--- config.mk ---
export PLATFORM = sky130hd
export DESIGN_NAME = square_wave_sound_unit_flat
export DESIGN_NICKNAME = d
export VERILOG_FILES = /design/src/hw/rtl/swsu_pkg.sv /design/src/hw/rtl/swsu_in_if.sv /design/src/hw/rtl/swsu_out_if.sv /design/src/hw/rtl/swsu_regfile.sv /design/src/hw/rtl/swsu_square.sv /design/src/hw/rtl/square_wave_sound_unit.sv /design/src/flat_wrapper.sv
export SDC_FILE = /design/constraint.sdc
export NUM_CORES = 1
export LEC_CHECK = 0
export BUFFER_PORTS_ARGS = -buffer_cell sky130_fd_sc_hd__buf_2
export CAP_MARGIN = 5
export CORE_MARGIN = 4
export CORE_UTILIZATION = 45
export DETAILED_ROUTE_END_ITERATION = 10
export GPL_ROUTABILITY_DRIVEN = 0
export PLACE_DENSITY = 0.69
export SYNTH_ARGS = -nofsm -noshare
export SYNTH_HDL_FRONTEND = slang
export SYNTH_HIERARCHICAL = 1
export SYNTH_SLANG_ARGS = --single-unit
--- constraint.sdc ---
create_clock -name clk_i -period 7.4 [get_ports clk_i]
set_clock_uncertainty 0.15 [all_clocks]
set_input_delay 0.74 -clock clk_i [delete_from_list [all_inputs] [get_ports clk_i]]
set_output_delay 0.74 -clock clk_i [all_outputs]
set_load 0.02 [all_outputs]
--- src/hw/rtl/swsu_pkg.sv ---
// Shared types, register map and duty patterns for the square wave sound unit.
package swsu_pkg;

  localparam int unsigned WAVE_BYTES = 16;
  localparam int unsigned WAVE_AW    = $clog2(WAVE_BYTES);
  localparam int unsigned NUM_REGS   = 16;
  localparam int unsigned REG_AW     = $clog2(NUM_REGS);
  localparam int unsigned NUM_SQ     = 2;
  localparam int unsigned FREQ_W     = 11;
  localparam int unsigned LEVEL_W    = 14;

  localparam logic [FREQ_W-1:0]  PERIOD_TOP = 11'd2047;
  localparam logic [LEVEL_W-1:0] LEVEL_FULL = 14'd10000;
  localparam logic [LEVEL_W-1:0] LEVEL_HALF = 14'd5000;
  localparam logic [7:0]         SAMPLE_PERIOD_RST = 8'd23;

  typedef enum logic [1:0] {
    KIND_WRITE = 2'd0,
    KIND_READ  = 2'd1,
    KIND_TICK  = 2'd2
  } kind_e;

  // Register addresses (low byte)
  localparam logic [7:0] ADDR_NR10    = 8'h10;
  localparam logic [7:0] ADDR_NR11    = 8'h11;
  localparam logic [7:0] ADDR_NR12    = 8'h12;
  localparam logic [7:0] ADDR_NR14    = 8'h14;
  localparam logic [7:0] ADDR_NR21    = 8'h16;
  localparam logic [7:0] ADDR_NR22    = 8'h17;
  localparam logic [7:0] ADDR_NR24    = 8'h19;
  localparam logic [7:0] ADDR_NR30    = 8'h1A;
  localparam logic [7:0] ADDR_NR31    = 8'h1B;
  localparam logic [7:0] ADDR_NR32    = 8'h1C;
  localparam logic [7:0] ADDR_NR34    = 8'h1E;
  localparam logic [7:0] ADDR_NR41    = 8'h20;
  localparam logic [7:0] ADDR_NR42    = 8'h21;
  localparam logic [7:0] ADDR_NR43    = 8'h22;
  localparam logic [7:0] ADDR_NR44    = 8'h23;
  localparam logic [7:0] ADDR_NR50    = 8'h24;
  localparam logic [7:0] ADDR_NR51    = 8'h25;
  localparam logic [7:0] ADDR_NR52    = 8'h26;
  localparam logic [7:0] ADDR_WAVE_LO = 8'h30;
  localparam logic [7:0] ADDR_WAVE_HI = 8'h3F;

  // Read masks
  localparam logic [7:0] MASK_NR10   = 8'h80;
  localparam logic [7:0] MASK_NRX1   = 8'h3F;
  localparam logic [7:0] MASK_NR30   = 8'h7F;
  localparam logic [7:0] MASK_NR32   = 8'h9F;
  localparam logic [7:0] MASK_NRX4   = 8'hBF;
  localparam logic [7:0] MASK_NR52   = 8'h70;
  localparam logic [7:0] READ_UNMAP  = 8'hFF;

  typedef struct packed {
    logic [1:0] kind;
    logic [7:0] address;
    logic [7:0] write_data;
  } cmd_t;

  typedef struct packed {
    logic              step;
    logic [FREQ_W-1:0] freq;
  } sq_ctrl_t;

  typedef struct packed {
    logic       on;
    logic [1:0] duty;
  } sq_mix_t;

  typedef struct packed {
    logic              hit;
    logic [REG_AW-1:0] idx;
  } chan_sel_t;

  // Bit n of each row is the level at duty position n
  localparam logic [7:0] DUTY_TABLE [4] = '{8'h80, 8'hC0, 8'hF0, 8'h3F};

  function automatic logic duty_bit(input logic [1:0] duty, input logic [2:0] pos);
    logic [7:0] row;
    row = DUTY_TABLE[duty];
    return row[pos];
  endfunction

  // Map a channel register address to its slot in the channel register file
  function automatic chan_sel_t chan_decode(input logic [7:0] addr);
    chan_sel_t sel;
    sel.hit = 1'b1;
    sel.idx = '0;
    case (addr) inside
      [8'h11:8'h14]: sel.idx = REG_AW'(addr - 8'h11);
      [8'h16:8'h19]: sel.idx = REG_AW'(addr - 8'h12);
      [8'h1B:8'h1E]: sel.idx = REG_AW'(addr - 8'h13);
      [8'h20:8'h23]: sel.idx = REG_AW'(addr - 8'h14);
      default:       sel.hit = 1'b0;
    endcase
    return sel;
  endfunction

endpackage

--- src/hw/rtl/swsu_in_if.sv ---
// Command channel: register write, register read or machine tick.
interface swsu_in_if;
  logic       valid;
  logic       ready;
  logic [1:0] kind;
  logic [7:0] address;
  logic [7:0] write_data;

  modport source (output valid, kind, address, write_data, input ready);
  modport sink   (input valid, kind, address, write_data, output ready);
endinterface

--- src/hw/rtl/swsu_out_if.sv ---
// Result channel: read byte and mixed audio sample.
interface swsu_out_if;
  logic        valid;
  logic        ready;
  logic [7:0]  read_data;
  logic        sample_valid;
  logic [13:0] sample_value;

  modport source (output valid, read_data, sample_valid, sample_value, input ready);
  modport sink   (input valid, read_data, sample_valid, sample_value, output ready);
endinterface

--- src/hw/rtl/swsu_regfile.sv ---
// Register file, wave RAM, power control and trigger handling.
module swsu_regfile (
  input  logic                clk_i,
  input  logic                rst_ni,
  input  logic                fire_i,
  input  swsu_pkg::cmd_t      cmd_i,
  output logic [7:0]          rdata_o,
  output swsu_pkg::sq_ctrl_t  sq_ctrl_o [swsu_pkg::NUM_SQ],
  output swsu_pkg::sq_mix_t   sq_mix_o  [swsu_pkg::NUM_SQ]
);

  logic [7:0] chan_q  [swsu_pkg::NUM_REGS];
  logic [7:0] chan_d  [swsu_pkg::NUM_REGS];
  logic [7:0] wave_q  [swsu_pkg::WAVE_BYTES];
  logic [7:0] wave_d  [swsu_pkg::WAVE_BYTES];
  logic [7:0] sweep_q, sweep_d;
  logic [7:0] wave_en_q, wave_en_d;
  logic [7:0] volume_q, volume_d;
  logic [7:0] panning_q, panning_d;
  logic [7:0] status_q, status_d;
  logic [swsu_pkg::NUM_SQ-1:0] trig_q, trig_d;
  swsu_pkg::chan_sel_t sel;
  logic is_wave;

  assign sel     = swsu_pkg::chan_decode(cmd_i.address);
  assign is_wave = (cmd_i.address >= swsu_pkg::ADDR_WAVE_LO) &&
                   (cmd_i.address <= swsu_pkg::ADDR_WAVE_HI);

  always_comb begin
    chan_d    = chan_q;
    wave_d    = wave_q;
    sweep_d   = sweep_q;
    wave_en_d = wave_en_q;
    volume_d  = volume_q;
    panning_d = panning_q;
    status_d  = status_q;
    trig_d    = trig_q;
    if (fire_i) begin
      case (cmd_i.kind)
        swsu_pkg::KIND_WRITE: begin
          if (is_wave) begin
            wave_d[cmd_i.address[swsu_pkg::WAVE_AW-1:0]] = cmd_i.write_data;
          end else if (cmd_i.address == swsu_pkg::ADDR_NR52) begin
            status_d = {cmd_i.write_data[7:4], status_q[3:0]};
          end else if (status_q[7]) begin
            case (cmd_i.address)
              swsu_pkg::ADDR_NR10: sweep_d   = cmd_i.write_data;
              swsu_pkg::ADDR_NR30: wave_en_d = cmd_i.write_data;
              swsu_pkg::ADDR_NR50: volume_d  = cmd_i.write_data;
              swsu_pkg::ADDR_NR51: panning_d = cmd_i.write_data;
              default: begin
                if (sel.hit) begin
                  chan_d[sel.idx] = cmd_i.write_data;
                end
                if (cmd_i.address == swsu_pkg::ADDR_NR14) begin
                  trig_d[0] = cmd_i.write_data[7];
                end
                if (cmd_i.address == swsu_pkg::ADDR_NR24) begin
                  trig_d[1] = cmd_i.write_data[7];
                end
              end
            endcase
          end
        end
        swsu_pkg::KIND_TICK: begin
          if (!status_q[7]) begin
            // drop channel state while powered down; triggers hold
            status_d[3:0] = '0;
            sweep_d       = '0;
            wave_en_d     = '0;
            volume_d      = '0;
            panning_d     = '0;
            for (int i = 0; i < swsu_pkg::NUM_REGS; i++) begin
              chan_d[i] = '0;
            end
          end else begin
            for (int c = 0; c < swsu_pkg::NUM_SQ; c++) begin
              if (trig_q[c]) begin
                status_d[c] = 1'b1;
                trig_d[c]   = 1'b0;
              end
            end
          end
        end
        default: ;
      endcase
    end
  end

  always_ff @(posedge clk_i or negedge rst_ni) begin
    if (!rst_ni) begin
      for (int i = 0; i < swsu_pkg::NUM_REGS; i++) begin
        chan_q[i] <= '0;
      end
      for (int i = 0; i < swsu_pkg::WAVE_BYTES; i++) begin
        wave_q[i] <= '0;
      end
      sweep_q   <= '0;
      wave_en_q <= '0;
      volume_q  <= '0;
      panning_q <= '0;
      status_q  <= '0;
      trig_q    <= '0;
    end else begin
      chan_q    <= chan_d;
      wave_q    <= wave_d;
      sweep_q   <= sweep_d;
      wave_en_q <= wave_en_d;
      volume_q  <= volume_d;
      panning_q <= panning_d;
      status_q  <= status_d;
      trig_q    <= trig_d;
    end
  end

  // Channels clock on the status bits seen before this tick's triggers
  always_comb begin
    for (int c = 0; c < swsu_pkg::NUM_SQ; c++) begin
      sq_ctrl_o[c].step = fire_i && (cmd_i.kind == swsu_pkg::KIND_TICK) &&
                          status_q[7] && status_q[c];
      sq_ctrl_o[c].freq = {chan_q[c*4+3][2:0], chan_q[c*4+2]};
      sq_mix_o[c].on    = status_d[c];
      sq_mix_o[c].duty  = chan_d[c*4][7:6];
    end
  end

  always_comb begin
    if (is_wave) begin
      rdata_o = wave_q[cmd_i.address[swsu_pkg::WAVE_AW-1:0]];
    end else begin
      case (cmd_i.address)
        swsu_pkg::ADDR_NR10: rdata_o = sweep_q    | swsu_pkg::MASK_NR10;
        swsu_pkg::ADDR_NR30: rdata_o = wave_en_q  | swsu_pkg::MASK_NR30;
        swsu_pkg::ADDR_NR11: rdata_o = chan_q[0]  | swsu_pkg::MASK_NRX1;
        swsu_pkg::ADDR_NR21: rdata_o = chan_q[4]  | swsu_pkg::MASK_NRX1;
        swsu_pkg::ADDR_NR12: rdata_o = chan_q[1];
        swsu_pkg::ADDR_NR22: rdata_o = chan_q[5];
        swsu_pkg::ADDR_NR32: rdata_o = chan_q[9]  | swsu_pkg::MASK_NR32;
        swsu_pkg::ADDR_NR42: rdata_o = chan_q[13];
        swsu_pkg::ADDR_NR43: rdata_o = chan_q[14];
        swsu_pkg::ADDR_NR14: rdata_o = chan_q[3]  | swsu_pkg::MASK_NRX4;
        swsu_pkg::ADDR_NR24: rdata_o = chan_q[7]  | swsu_pkg::MASK_NRX4;
        swsu_pkg::ADDR_NR34: rdata_o = chan_q[11] | swsu_pkg::MASK_NRX4;
        swsu_pkg::ADDR_NR44: rdata_o = chan_q[15] | swsu_pkg::MASK_NRX4;
        swsu_pkg::ADDR_NR50: rdata_o = volume_q;
        swsu_pkg::ADDR_NR51: rdata_o = panning_q;
        swsu_pkg::ADDR_NR52: rdata_o = status_q   | swsu_pkg::MASK_NR52;
        default:             rdata_o = swsu_pkg::READ_UNMAP;
      endcase
    end
  end

endmodule

--- src/hw/rtl/swsu_square.sv ---
// One square channel: period counter and duty position.
module swsu_square (
  input  logic               clk_i,
  input  logic               rst_ni,
  input  swsu_pkg::sq_ctrl_t ctrl_i,
  output logic [2:0]         pos_next_o
);

  logic [swsu_pkg::FREQ_W-1:0] count_q, count_d;
  logic [2:0]                  pos_q, pos_d;

  always_comb begin
    count_d = count_q;
    pos_d   = pos_q;
    if (ctrl_i.step) begin
      if (count_q == swsu_pkg::PERIOD_TOP) begin
        count_d = ctrl_i.freq;
        pos_d   = pos_q + 3'd1;
      end else begin
        count_d = count_q + 1'b1;
      end
    end
  end

  always_ff @(posedge clk_i or negedge rst_ni) begin
    if (!rst_ni) begin
      count_q <= '0;
      pos_q   <= '0;
    end else begin
      count_q <= count_d;
      pos_q   <= pos_d;
    end
  end

  assign pos_next_o = pos_d;

endmodule

--- src/hw/rtl/square_wave_sound_unit.sv ---
// Top level of the square wave sound unit: input stage, sample timer, mixer, result stage.
// A transaction accepted into the input register moves on to the result register when that is free.
// Throughput: one transaction per cycle; the input register advances whenever the
// result register is empty or being drained.
// Reset: asynchronous, active low; clears the register file, wave RAM, counters, phase and
// valid flags, sample period 23; the command and result data registers are not reset.
module square_wave_sound_unit (
  input  logic       clk_i,
  input  logic       rst_ni,
  input  logic       cfg_we_i,
  input  logic [7:0] cfg_wdata_i,
  swsu_in_if.sink    in_i,
  swsu_out_if.source out_o
);

  swsu_pkg::cmd_t cmd_q;
  logic           cmd_vld_q;
  logic           out_vld_q;
  logic           out_free;
  logic           fire;

  logic [7:0] sample_period_q;
  logic [7:0] phase_q, phase_d;
  logic       emit;

  logic [7:0]                   rdata;
  logic [7:0]                   read_data_q;
  logic                         sample_valid_q;
  logic [swsu_pkg::LEVEL_W-1:0] sample_value_q, sample_value_d;

  swsu_pkg::sq_ctrl_t sq_ctrl [swsu_pkg::NUM_SQ];
  swsu_pkg::sq_mix_t  sq_mix  [swsu_pkg::NUM_SQ];
  logic [2:0]         pos_next [swsu_pkg::NUM_SQ];
  logic [swsu_pkg::NUM_SQ-1:0] level;

  assign out_free   = !out_vld_q || out_o.ready;
  assign fire       = cmd_vld_q && out_free;
  assign in_i.ready = !cmd_vld_q || out_free;

  always_ff @(posedge clk_i or negedge rst_ni) begin
    if (!rst_ni) begin
      cmd_vld_q <= 1'b0;
    end else if (in_i.ready) begin
      cmd_vld_q <= in_i.valid;
    end
  end

  always_ff @(posedge clk_i) begin
    if (in_i.ready && in_i.valid) begin
      cmd_q <= '{kind: in_i.kind, address: in_i.address, write_data: in_i.write_data};
    end
  end

  always_ff @(posedge clk_i or negedge rst_ni) begin
    if (!rst_ni) begin
      sample_period_q <= swsu_pkg::SAMPLE_PERIOD_RST;
    end else if (cfg_we_i) begin
      sample_period_q <= cfg_wdata_i;
    end
  end

  swsu_regfile u_regfile (
    .clk_i     (clk_i),
    .rst_ni    (rst_ni),
    .fire_i    (fire),
    .cmd_i     (cmd_q),
    .rdata_o   (rdata),
    .sq_ctrl_o (sq_ctrl),
    .sq_mix_o  (sq_mix)
  );

  for (genvar c = 0; c < swsu_pkg::NUM_SQ; c++) begin : g_sq
    swsu_square u_square (
      .clk_i      (clk_i),
      .rst_ni     (rst_ni),
      .ctrl_i     (sq_ctrl[c]),
      .pos_next_o (pos_next[c])
    );
    assign level[c] = sq_mix[c].on && swsu_pkg::duty_bit(sq_mix[c].duty, pos_next[c]);
  end

  // Emit when the advanced phase reaches the period; a zero period acts as one
  always_comb begin
    emit    = 1'b0;
    phase_d = phase_q;
    if (fire && (cmd_q.kind == swsu_pkg::KIND_TICK)) begin
      if ({1'b0, phase_q} + 9'd1 >= {1'b0, sample_period_q}) begin
        emit    = 1'b1;
        phase_d = '0;
      end else begin
        phase_d = phase_q + 8'd1;
      end
    end
  end

  always_ff @(posedge clk_i or negedge rst_ni) begin
    if (!rst_ni) begin
      phase_q <= '0;
    end else begin
      phase_q <= phase_d;
    end
  end

  always_comb begin
    case (level)
      2'b00:   sample_value_d = '0;
      2'b11:   sample_value_d = swsu_pkg::LEVEL_FULL;
      default: sample_value_d = swsu_pkg::LEVEL_HALF;
    endcase
  end

  always_ff @(posedge clk_i or negedge rst_ni) begin
    if (!rst_ni) begin
      out_vld_q <= 1'b0;
    end else if (out_free) begin
      out_vld_q <= fire;
    end
  end

  always_ff @(posedge clk_i) begin
    if (fire) begin
      read_data_q    <= (cmd_q.kind == swsu_pkg::KIND_READ) ? rdata : 8'h00;
      sample_valid_q <= emit;
      sample_value_q <= emit ? sample_value_d : '0;
    end
  end

  assign out_o.valid        = out_vld_q;
  assign out_o.read_data    = read_data_q;
  assign out_o.sample_valid = sample_valid_q;
  assign out_o.sample_value = sample_value_q;

`ifndef ASSERT_OFF
  a_stall_holds_cmd: assert property (@(posedge clk_i) disable iff (!rst_ni)
    cmd_vld_q && !out_free |=> cmd_vld_q && $stable(cmd_q))
    else $error("input stage lost a stalled transaction");

  a_sample_levels: assert property (@(posedge clk_i) disable iff (!rst_ni)
    out_vld_q && sample_valid_q |-> (sample_value_q == '0) ||
      (sample_value_q == swsu_pkg::LEVEL_HALF) || (sample_value_q == swsu_pkg::LEVEL_FULL))
    else $error("sample value off the mixer levels");

  a_no_sample_zero: assert property (@(posedge clk_i) disable iff (!rst_ni)
    out_vld_q && !sample_valid_q |-> sample_value_q == '0)
    else $error("sample value set without a sample");

  a_sample_no_read: assert property (@(posedge clk_i) disable iff (!rst_ni)
    out_vld_q && sample_valid_q |-> read_data_q == 8'h00)
    else $error("read data set on a tick result");
`endif

endmodule

--- src/flat_wrapper.sv ---
// flat-port wrapper written by rule: the top's interface ports become plain ports
module square_wave_sound_unit_flat 
  (clk_i, rst_ni, cfg_we_i, cfg_wdata_i, in_i_valid, in_i_kind, in_i_address, in_i_write_data, in_i_ready, out_o_valid, out_o_read_data, out_o_sample_valid, out_o_sample_value, out_o_ready);
  swsu_in_if in_i_i ();
  swsu_out_if out_o_i ();
  input  logic clk_i;
  input  logic rst_ni;
  input  logic cfg_we_i;
  input  logic [7:0] cfg_wdata_i;
  input wire logic [$bits(in_i_i.valid)-1:0] in_i_valid;
  input wire logic [$bits(in_i_i.kind)-1:0] in_i_kind;
  input wire logic [$bits(in_i_i.address)-1:0] in_i_address;
  input wire logic [$bits(in_i_i.write_data)-1:0] in_i_write_data;
  output wire logic [$bits(in_i_i.ready)-1:0] in_i_ready;
  output wire logic [$bits(out_o_i.valid)-1:0] out_o_valid;
  output wire logic [$bits(out_o_i.read_data)-1:0] out_o_read_data;
  output wire logic [$bits(out_o_i.sample_valid)-1:0] out_o_sample_valid;
  output wire logic [$bits(out_o_i.sample_value)-1:0] out_o_sample_value;
  input wire logic [$bits(out_o_i.ready)-1:0] out_o_ready;
  assign in_i_i.valid = in_i_valid;
  assign in_i_i.kind = in_i_kind;
  assign in_i_i.address = in_i_address;
  assign in_i_i.write_data = in_i_write_data;
  assign in_i_ready = in_i_i.ready;
  assign out_o_valid = out_o_i.valid;
  assign out_o_read_data = out_o_i.read_data;
  assign out_o_sample_valid = out_o_i.sample_valid;
  assign out_o_sample_value = out_o_i.sample_value;
  assign out_o_i.ready = out_o_ready;
  square_wave_sound_unit u_core (.clk_i(clk_i), .rst_ni(rst_ni), .cfg_we_i(cfg_we_i), .cfg_wdata_i(cfg_wdata_i), .in_i(in_i_i), .out_o(out_o_i));
endmodule
# Yosys cells after proc, flatten, opt, wreduce, memory -nomap -nowiden

Cells that the tools add are included.

Word-level logic and storage cells: 243
Input bits: 31
Register bits: 384
Output and inout bits: 25

Magnitude comparators: 19
Bitwise operators: 7
Equality and inequality tests: 34
Mux-type cells: 83
Reductions and logical operators: 33
$add $sub $neg: 10

Operator list:

| cell                  | number |
|---|---|
| $mux 128              | 7 |
| $bwmux 128            | 2 |
| $pmux 128 s2          | 1 |
| $mux 8                | 23 |
| $pmux 8 s16           | 1 |
| $eq 8x5->1 const B    | 10 |
| $demux 8 s4           | 2 |
| $eq 8x6->1 const B    | 6 |
| $pmux 8 s2            | 3 |
| $bmux 8 s2            | 2 |
| $bmux 8 s4            | 1 |
| $mux 7                | 4 |
| $pmux 14 s2           | 1 |
| $reduce_and 7->1      | 4 |
| $ne 2x2->1 const B    | 13 |
| $ge 8x5->1 const B    | 3 |
| $le 8x5->1 const B    | 3 |
| $reduce_and 8->1      | 3 |
| $add 11x1->11 const B | 2 |
| $eq 11x11->1 const B  | 2 |
| $mux 11               | 2 |
| $mux 4                | 5 |
| $ge 8x6->1 const B    | 2 |
| $le 8x6->1 const B    | 2 |
| 31 further kinds      | 82 |

# Longest topological paths before layout

Depth in word-level cells: 28
Gate-level depth with buffers: 22
Depth with buffers taken out: 18

# Modules after synthesis

Netlist, hierarchy kept.

By module, submodules not included:

| module                                | instances | cells an instance | area an instance (sq um) |
|---|---|---|---|
| swsu_regfile                          | 1         | 881               | 11184.5 |
| square_wave_sound_unit                | 1         | 185               | 2304.7 |
| swsu_square (u_core.g_sq[1].u_square) | 1         | 74                | 774.5 |
| swsu_square (u_core.g_sq[0].u_square) | 1         | 74                | 748.2 |

# Least setup slack after synthesis

No wires, ideal clock.

Kind: reg-to-reg
Start: reg u_core/cmd_q[11] (netlist name)
End: reg u_core.sample_value_q (netlist bit u_core/out_o.sample_value[10]), data pin
Stages on the path, launching flop included: 23
Setup time: 0.182 ns
Required time: 7.068 ns
Arrival time: 4.636 ns
Path slack: 2.433 ns
Cell sequence: edfxtp_1 clkbuf_1 inv_1 clkbuf_1 ha_1 clkbuf_1 nor4bb_1 a21oi_1 o32a_1 o31ai_1 o22ai_1 buf_2 nor4_1 o21ai_0 a22o_1 ha_1 nor2_1 a21oi_1 mux2i_1 a21oi_1 nand2_1 ha_1 nor4b_1

RTL lines:

| element                | line                          | RTL |
|---|---|---|
| from (decl)            | square_wave_sound_unit.sv:16  | `swsu_pkg::cmd_t cmd_q;` |
| from (signal assigned) | square_wave_sound_unit.sv:50  | `cmd_q <= '{kind: in_i.kind, address: in_i.address, write_data: in_i.write_data};` |
| to (signal assigned)   | square_wave_sound_unit.sv:124 | `sample_value_q <= emit ? sample_value_d : '0;` |
| to (decl)              | square_wave_sound_unit.sv:29  | `logic [swsu_pkg::LEVEL_W-1:0] sample_value_q, sample_value_d;` |

==> results.sh <==
export IMPL_cp_max_fo=18
export IMPL_wl_per_cell_um=21.3
export IMPL_leakage_nw=7.86
export IMPL_core_um2=32700
export IMPL_synth_area_top_cells="dfrtp_1, mux2_2, edfxtp_1"
export IMPL_synthAdderAreaFrac_pct=2.67
export IMPL_drtIter0Drc=819
export IMPL_post_dp_hpwl_um=23900
export IMPL_synth_area_leader_cell="dfrtp_1"
export IMPL_cpLargestDelayFamily="compound AO/OA/AOI/OAI gates"
export IMPL_via_per_inst=5.88
export IMPL_critPathMostFrequentCell="ha_1"
export IMPL_hold_viol=0
export IMPL_cts_resized=0
export IMPL_clkLatencyLatePin_ns=0.57
export IMPL_synth_cell_types=88
export IMPL_grt_first_pass_wirelength_um=56800
export IMPL_crit_path_end_kind="flop"
export IMPL_drc=0
export IMPL_avgSynthCellArea_um2=12.4
export IMPL_yosysSeqAreaShare_pct=50.5
export IMPL_synth_seq_cells=297
export IMPL_grt_ovfl_total=0
export IMPL_synth_flop_cell="dfrtp_1"
export IMPL_synth_warnings=6
export IMPL_cts_max_path_buffers=3
export IMPL_hold_buffers=0
export IMPL_drt_wl_total_um=35600
export IMPL_cts_max_level=1
export IMPL_nFillCells=2883
export IMPL_postCtsSetupRepairBufs=0
export IMPL_synth_mux_area_share_pct=22.9
export IMPL_vdd_drop_max_v=0.000188
export IMPL_grt_start_max_net_pins=144
export IMPL_slowest_stage="o22ai_1"
export IMPL_power_density_nw_per_um2=233
export IMPL_yosysTopAreaCellShare_pct=43.8
export IMPL_cts_tree="done"
export IMPL_top_level_ports=56
export IMPL_antenna_found_initial=0
export IMPL_run_status="finished clean"
export IMPL_synth_compound_area_share_pct=7.52
export IMPL_fin_crit_ns=5.44
export IMPL_cts_buffers=31
export IMPL_die_area_um2=36300
export IMPL_diodes=0
export IMPL_crit_start="u_core/cmd_q[11]"
export IMPL_clkSinkCount=297
export IMPL_tightest_slew_ns=1.01
export IMPL_rsz0062_at_grt="no"
export IMPL_r2r_start="u_core/cmd_q[11]"
export IMPL_syn_cell_area_um2=15000
export IMPL_worstPathCellList="inv_1 -> ha_1 -> nand2_1 -> or2_2 -> o311a_1 -> o22ai_1 -> nor4_1 -> o21ai_0 -> a22o_1 -> ha_1 -> nor2_1 -> a21oi_1 -> mux2i_1 -> a21oi_1 -> nand2_1 -> ha_1 -> nor4b_1"
export IMPL_slew_violations=0
export IMPL_netlist_instances=1214
export IMPL_clock_root_buffer="clkbuf_16"
export IMPL_fmax_mhz=184
export IMPL_rows=66
export IMPL_path_class="flop to flop"
export IMPL_synth_async_reset_ratio_pct=89.9
export IMPL_yosys_area_share_simple_pct=11.6
export IMPL_synth_common_cells="dfrtp_1, mux2_2, nand2_1"
export IMPL_nNetsFinal=1273
export IMPL_cpPeakStageDelay_ns=0.72
export IMPL_grt_pass1_vias=10000
export IMPL_critPathLaunchType="flop"
export IMPL_p_total_mw=3.83
export IMPL_synth_xor_area_share_pct=0.758
export IMPL_initial_utilization_pct=45.9
export IMPL_track_usage_pct=19.5
export IMPL_synth_edf_count=30
export IMPL_synth_top_family_by_area="multiplexers"
export IMPL_syn2layout_area_growth_pct=9.77
export IMPL_worstPathRequired_ns=7.61
export IMPL_critPathArrivalTime_ns=5.65
export IMPL_drtPass1Iterations=6
export IMPL_worst_slew_margin_rel_pct=32.4
export IMPL_drv_cap=0
export IMPL_clk_pin_slew_ns=0.06
export IMPL_drive_above_1_share_pct=27.9
export IMPL_setup_viol=0
export IMPL_die_x_um=191
export IMPL_final_setup_tns_ns=0
export IMPL_hold_path_class="input port to async pin"
export IMPL_die_y_um=191
export IMPL_period_share_pct=73.6
export IMPL_path_buf_inv=1
export IMPL_portBuffers=49
export IMPL_postRouteAntennaNets=0
export IMPL_dr_total_vias=9849
export IMPL_synth_most_common_cell="dfrtp_1"
[final cells by class]
type | count | area (um^2) | share of cell area (%)
Multi-Input combinational cell | 802 | 6850 | 41.6
Timing Repair Buffer | 58 | 333 | 2.02
Clock buffer | 46 | 893 | 5.42
Clock inverter | 9 | 189 | 1.15
Tap cell | 442 | 553 | 3.36
Inverter | 20 | 75.1 | 0.456
Sequential cell | 297 | 7590 | 46.0
[cell usage in the layout (no fill, tap or decap), types with 5 or more instances in the layout]
cell type / n
mux2_2: 158
a22oi_1: 5
nand3_1: 31
bufinv_16: 5
mux2i_1: 71
nor2b_1: 7
nand3_2: 5
a21oi_1: 37
a22o_1: 11
conb_1: 6
buf_2: 49
nor3_1: 10
nand2b_1: 6
ha_1: 32
a222oi_1: 13
nor2_1: 46
mux4_2: 40
and3_1: 26
nand2_1: 113
and2_1: 23
clkbuf_16: 32
clkbuf_1: 10
inv_1: 20
a41oi_1: 8
edfxtp_1: 30
o21ai_0: 22
or2_2: 5
a21o_1: 8
a31oi_1: 6
nor4_1: 7
nand4_1: 6
buf_4: 7
xnor2_1: 9
dfrtp_1: 263
[final timing paths]
| kind | cells past startpoint | slack (ns) | endpoint |
|---|---|---|---|
| worst max-delay path | 17 | 1.96 | u_core/out_o.sample_value[10] |
| worst min register to register | 1 | 0.35 | u_core/u_regfile/wave_q[9] |
| min in group clk_i | 1 | 0.20 | u_core/cmd_q[15] |
| max in group asynchronous | 2 | 5.76 | u_core/u_regfile/panning_q[2] |
| worst min-delay path | 1 | 0.06 | u_core/sample_period_q[5] |
| worst max register to register | 17 | 1.96 | u_core/out_o.sample_value[10] |
[state kept, by name, summed over array words and instances, names as in the netlist]
| name | flops |
|---|---|
| u_core/g_sq.u_square/count_q | 22 |
| u_core/u_regfile/sweep_q | 7 |
| u_core/out_o.sample_value | 3 |
| u_core/u_regfile/volume_q | 8 |
| u_core/u_regfile/sq_ctrl_o | 22 |
| u_core/cmd_q | 18 |
| u_core/u_regfile/wave_q | 128 |
| u_core/u_regfile/panning_q | 8 |
| u_core/u_regfile/trig_q | 2 |
| u_core/g_sq.u_square/pos_q | 6 |
| u_core/out_o.sample_valid | 1 |
| u_core/phase_q | 8 |
| u_core/sample_period_q | 8 |
| u_core/out_o.valid | 1 |
| u_core/u_regfile/chan_q | 42 |
| u_core/u_regfile/wave_en_q | 1 |
| u_core/u_regfile/status_q | 3 |
| u_core/out_o.read_data | 8 |
| u_core/cmd_vld_q | 1 |
[routing by layer]
layer | global-route usage, % | part of all wire (%)
met5 | 0 | 0
met1 | 26.8 | 44
met4 | 6.80 | 4.1
met3 | 3.17 | 5.6
met2 | 31.8 | 47
[per-stage QoR]
stage | hold WS, ns | instances | cell area, um^2 | worst slack (ns) | utilization, %
6_report | 0.0598 | 1674 | 16500 | 1.96 | 50.4
3_3_place_gp | 0.332 | 1618 | 15400 | 1.70 | 47.1
2_1_floorplan | 0.294 | 1219 | 15000 | 2.43 | -
5_1_grt | 0.150 | 1674 | 16500 | 1.47 | 50.4
4_1_cts | 0.128 | 1673 | 16500 | 1.48 | 50.4
3_5_place_dp | 0.337 | 1618 | 15400 | 1.56 | 47.1
[cell families (layout without fill, tap and decap cells)]
logic type / after synthesis / after routing
buffers and inverters: 120 / 133
DFF: 297 / 297
other: 1 / 6
AOI/OAI and AO/OA: 155 / 155
adders and majority gates: 32 / 32
xor gates and xnor gates: 13 / 13
muxes: 273 / 273
and+or+nand+nor: 323 / 323
[power breakdown]
part	total, mW	internal, mW	switching (mW)
clock	1.65	1.01	0.646
sequential	1.82	1.74	0.0758
combinational	0.361	0.147	0.214
total	3.83	2.90	0.936
Note: power is estimated with default switching activity, not from simulation.
